$ cat src/rtl/lsf_pkg.sv
package lsf_pkg;

    localparam int MAC_W    = 48;
    localparam int PORT_W   = 5;
    localparam int STATUS_W = 2;

    // highest port number that can ever be flooded or forwarded to
    localparam logic [PORT_W-1:0] MAX_PORTS = 5'd16;

    localparam logic [STATUS_W-1:0] STATUS_UNICAST = 2'd0;
    localparam logic [STATUS_W-1:0] STATUS_FLOOD   = 2'd1;
    localparam logic [STATUS_W-1:0] STATUS_INVALID = 2'd2;
    localparam logic [STATUS_W-1:0] STATUS_NONE    = 2'd3;

    typedef enum logic [1:0] {
        S_IDLE,
        S_SEARCH,
        S_EMIT
    } state_t;

    // lookup word walking down the cell chain
    typedef struct packed {
        logic              valid;
        logic [MAC_W-1:0]  dst;
        logic [MAC_W-1:0]  src;
        logic [PORT_W-1:0] ingress;
        logic              dst_hit;
        logic [PORT_W-1:0] dst_port;
        logic              src_hit;
    } query_t;

endpackage

$ cat src/rtl/lsf_cell.sv
module lsf_cell
(
    input  logic                       clk,
    input  logic                       rst_n,
    input  logic                       used,
    input  logic                       load,
    input  logic [lsf_pkg::MAC_W-1:0]  load_mac,
    input  logic [lsf_pkg::PORT_W-1:0] load_port,
    input  lsf_pkg::query_t            q_in,
    output lsf_pkg::query_t            q_out
);

    logic [lsf_pkg::MAC_W-1:0]  mac_reg;
    logic [lsf_pkg::MAC_W-1:0]  mac_next;
    logic [lsf_pkg::PORT_W-1:0] port_reg;
    logic [lsf_pkg::PORT_W-1:0] port_next;
    lsf_pkg::query_t            q_reg;
    lsf_pkg::query_t            q_next;
    logic                       dst_match;
    logic                       src_match;

    assign dst_match = used && q_in.valid && !q_in.dst_hit && (mac_reg == q_in.dst);
    assign src_match = used && q_in.valid && !q_in.src_hit && (mac_reg == q_in.src);

    always_comb
    begin
        q_next = q_in;
        // destination sees the port as it was before this frame's learning
        if (dst_match)
        begin
            q_next.dst_hit  = 1'b1;
            q_next.dst_port = port_reg;
        end
        if (src_match)
        begin
            q_next.src_hit = 1'b1;
        end

        mac_next  = mac_reg;
        port_next = port_reg;
        if (load)
        begin
            mac_next  = load_mac;
            port_next = load_port;
        end
        else if (src_match)
        begin
            port_next = q_in.ingress;
        end
    end

    always_ff @(posedge clk)
    begin
        mac_reg  <= mac_next;
        port_reg <= port_next;
    end

    always_ff @(posedge clk or negedge rst_n)
    begin
        if (!rst_n)
        begin
            q_reg <= '0;
        end
        else
        begin
            q_reg <= q_next;
        end
    end

    assign q_out = q_reg;

endmodule

$ cat config.mk
export PLATFORM = sky130hd
export DESIGN_NAME = lsf_cell
export DESIGN_NICKNAME = d
export VERILOG_FILES = /design/src/rtl/lsf_pkg.sv /design/src/rtl/lsf_cell.sv
export SDC_FILE = /design/constraint.sdc
export NUM_CORES = 1
export LEC_CHECK = 0
export ABC_AREA = 1
export BUFFER_PORTS_ARGS = -buffer_cell sky130_fd_sc_hd__buf_2
export CAP_MARGIN = 20
export CORE_MARGIN = 5
export CORE_UTILIZATION = 40
export CTS_CLUSTER_SIZE = 14
export DETAILED_ROUTE_END_ITERATION = 6
export PLACE_DENSITY = 0.66
export REMOVE_ABC_BUFFERS = 1
export SLEW_MARGIN = 15
export SYNTH_ARGS = -nofsm -noshare
export SYNTH_HDL_FRONTEND = slang
export SYNTH_SLANG_ARGS = --single-unit
$ cat constraint.sdc
create_clock -name clk -period 1.7 [get_ports clk]
set_input_delay 0.425 -clock clk [delete_from_list [all_inputs] [get_ports clk]]
set_output_delay 0.425 -clock clk [all_outputs]
set_load 0.1 [all_outputs]
==> qor.csv <==
metric,value,unit
h-tree-depth,4,
outcome,"complete, no violations",
die_y,132,um
via_per_inst,4.39,
ys_types,17,
drv_slew,0,
whs_path_depth,1,
crit_fanout,6,
reg2regPathDepth,9,
p_seq_share,42.9,%
synth_area,6000,um2
ys_ff_latch,162,
die_x,132,um
ys.warnings.count,0,
crit-reg2reg-capture,q_out[1],
gp_congestion,0.806,
clock_latency,0.42,ns
cts_tree,done,
placed_area,7960,um2
rows,44,
area_delta_synth_final,45.2,%
whs_endpoint,q_out[108],
cts.path.max_buffers,2,
setup.worst_path.end_class,flip-flop,
path_buf_inv,1,
cts_sinks,162,
synth.area.mux_share,0,%
p_comb_share,20.0,%
start_util,41.0,%
hold_ws,0.120,ns
largest_reg_flops,109,
finalSetupViolations,0,
grt_pass1_vias,4780,
grt_pass1_wl,25700,um
switchingPower,3.13,mW
drive_above_1_share,42.9,%
synth_xor_area_share,6.86,%
power_report.internal_total,7.09,mW
synth_seq_area_share,72.0,%
fmax,602,MHz
reg2reg_setup_slack,0.04,ns
hpwl,13700,um
clk_pin_slew,0.07,ns
start_kind,flip-flop,
max_cap_violations,0,
clock-skew-final,0.0107,ns
path_delay_family,simple AND/OR/NAND/NOR gates,
cts_root_buf,clkbuf_16,
worstPathArrival,1.96,ns
ant_nets,0,
tightest_slew,0.522,ns
numPortBuffers,274,
synth-compound-area-share,1.42,%
r2r_start,mac_reg[38],
hold_viol_final,0,
finalPower,10.2,mW
grt_max_degree,37,
vdd_drop_max,1.15,mV
p_sw_share,30.6,%
hold_path.startpoint,q_in[108],
grtUsageTotal,19.5,%
fin_crit_sh,97.7,%
synth-simple-area-share,15.2,%
io_pins,275,
synthAdderAreaFrac,0,%
critical_path_required,2.00,ns
crit_type,flip-flop to flip-flop,
power_density,1170,nW/um2
first_iter_violations,166,
finalCriticalPeriod,1.66,ns
drc,0,
grt_overflow,0,
yosysTopAreaCell,dfrtp_1,
crit_chain,"buf_4, xnor2_2, nand2_2, nor2_4, nand3_2, nor2_4, nand2_4, nand2_1, nand2_1",
async_flop_share,67.3,%
synth_area_leaders,"dfrtp_1 45%, edfxtp_1 27%, nand2_1 10%",
final_core_util,59.5,%
dieArea,17500,um2
wl,17200,um
core_area,14600,um2
firstDrtPassIters,5,
antenna_found_initial,4,
rsz0062_at_grt,true,
slowest_delay,0.43,ns
power_frac_clock,37.1,%
design_area,8710,um2
stdcell_count,1069,
cts_made_buffers,17,
p_leak,4.52,nW
wire_per_inst,16.1,um
hp-class,input port to flip-flop,
yosysTopAreaCellShare,45.5,%
synth.most_common_cell,nand2_1,
worst_path_max_delay_cell,edfxtp_1,
syn_area_per_cell,11.4,um2
ys.flop_type,dfrtp_1,
synth_top_family_by_area,simple AND/OR/NAND/NOR gates,
fin_nets,1036,
vias,4697,
dp_cells,1029,
max_slew_margin,65.4,%
synth-edff-count,53,
netlist_instances,528,
synth.top_cells.by_count,"160 x nand2_1, 109 x dfrtp_1, 70 x inv_1",
## repair_timing
action                                  in CTS  in global routing
setup buffers                                2                  3
pin swaps                                    6                 22
gates cloned                                 0                  0
endpoints found under the setup margin      10                 10
resized for setup                           11                 22
hold endpoints to repair                    21                  0
hold buffers                                 1                  0
## power by group through the flow
stage,registers (mW),clock network (mW),logic [mW]
finish,4.39,3.79,2.04
global route,4.41,4.03,2.16
detailed placement,4.46,0,2.01
CTS,4.39,3.86,2.04
floorplan,5.45,0,0.314
global placement,4.46,0,2.00
## placed cells by master (no fill, tap or decap)
master         count
nor3_2             2
nor2_2             8
bufinv_16          3
clkinv_1           1
diode_2            2
clkinv_4           2
nor2_4             4
buf_2            273
inv_1             70
buf_6              4
nand2_1          152
nand3_1            7
buf_12             3
buf_4             42
clkbuf_16         17
o21ai_1            4
xor2_1            23
nor2_1            44
nand2_2            7
dfrtp_1          109
inv_2              2
o21ai_0            8
xnor2_2            3
dlygate4sd3_1      1
nand4_1            3
clkbuf_1           4
xnor2_1           21
o22ai_1            4
nand3_2            2
clkinv_2           4
inv_4              1
edfxtp_1          53
nand2_4            2
## routing by layer
| layer | vias to the layer above | wire length [um] | track usage (%) |
|---|---|---|---|
| met5 | - | 14 | 0 |
| met4 | 4 | 382 | 7.33 |
| met3 | 30 | 1460 | 6.80 |
| met2 | 194 | 8580 | 32.8 |
| met1 | 2157 | 6800 | 23.1 |
| li1 | 2312 | - | - |
## through the flow
step,setup TNS [ns],setup WS (ns)
CTS,0,0.0116
detailed placement,-1.99,-0.333
global route,-0.384,-0.0898
global placement,-1.58,-0.285
finish,0,0.0396
floorplan,0,0.262
## worst reg2reg max path: cells and delay by family, from the launching register on
kind | cells | cell delay [ns]
DFF | 1 | 0.43
xor gates and xnor gates | 1 | 0.14
and+or+nand+nor | 7 | 0.80
buffers and inverters | 1 | 0.17
## layout make-up
cell class                      count  area (um2)
Inverter                           72         270
Clock inverter                     11         138
Multi-Input combinational cell    294        1510
Fill cell                        1233        5930
Tap cell                          184         230
Timing Repair Buffer              323        1800
Antenna cell                        2        5.00
Clock buffer                       21         440
Sequential cell                   162        4320
## worst max-delay path by stage
stage	end	cells after the start	slack [ns]	start
after floorplan	port_reg[0]	10	0.26	q_in[45]
after global placement	port_reg[1]	8	-0.29	q_in[52]
after detailed placement	port_reg[1]	8	-0.33	q_in[52]
after CTS	q_out[3]	11	0.01	mac_reg[46]
after global routing	q_out[1]	11	-0.09	mac_reg[46]
final	q_out[1]	9	0.04	mac_reg[38]
## cells by family (layout without fill, tap and decap cells)
| logic type | Yosys count | count (layout) |
|---|---|---|
| AND/OR/NAND/NOR | 231 | 231 |
| flip-flops | 162 | 162 |
| buffers and inverters | 72 | 427 |
| XOR/XNOR | 47 | 47 |
| AO/OA/AOI/OAI | 16 | 16 |
| other | 0 | 2 |
Power figures use the tool's default switching activity.
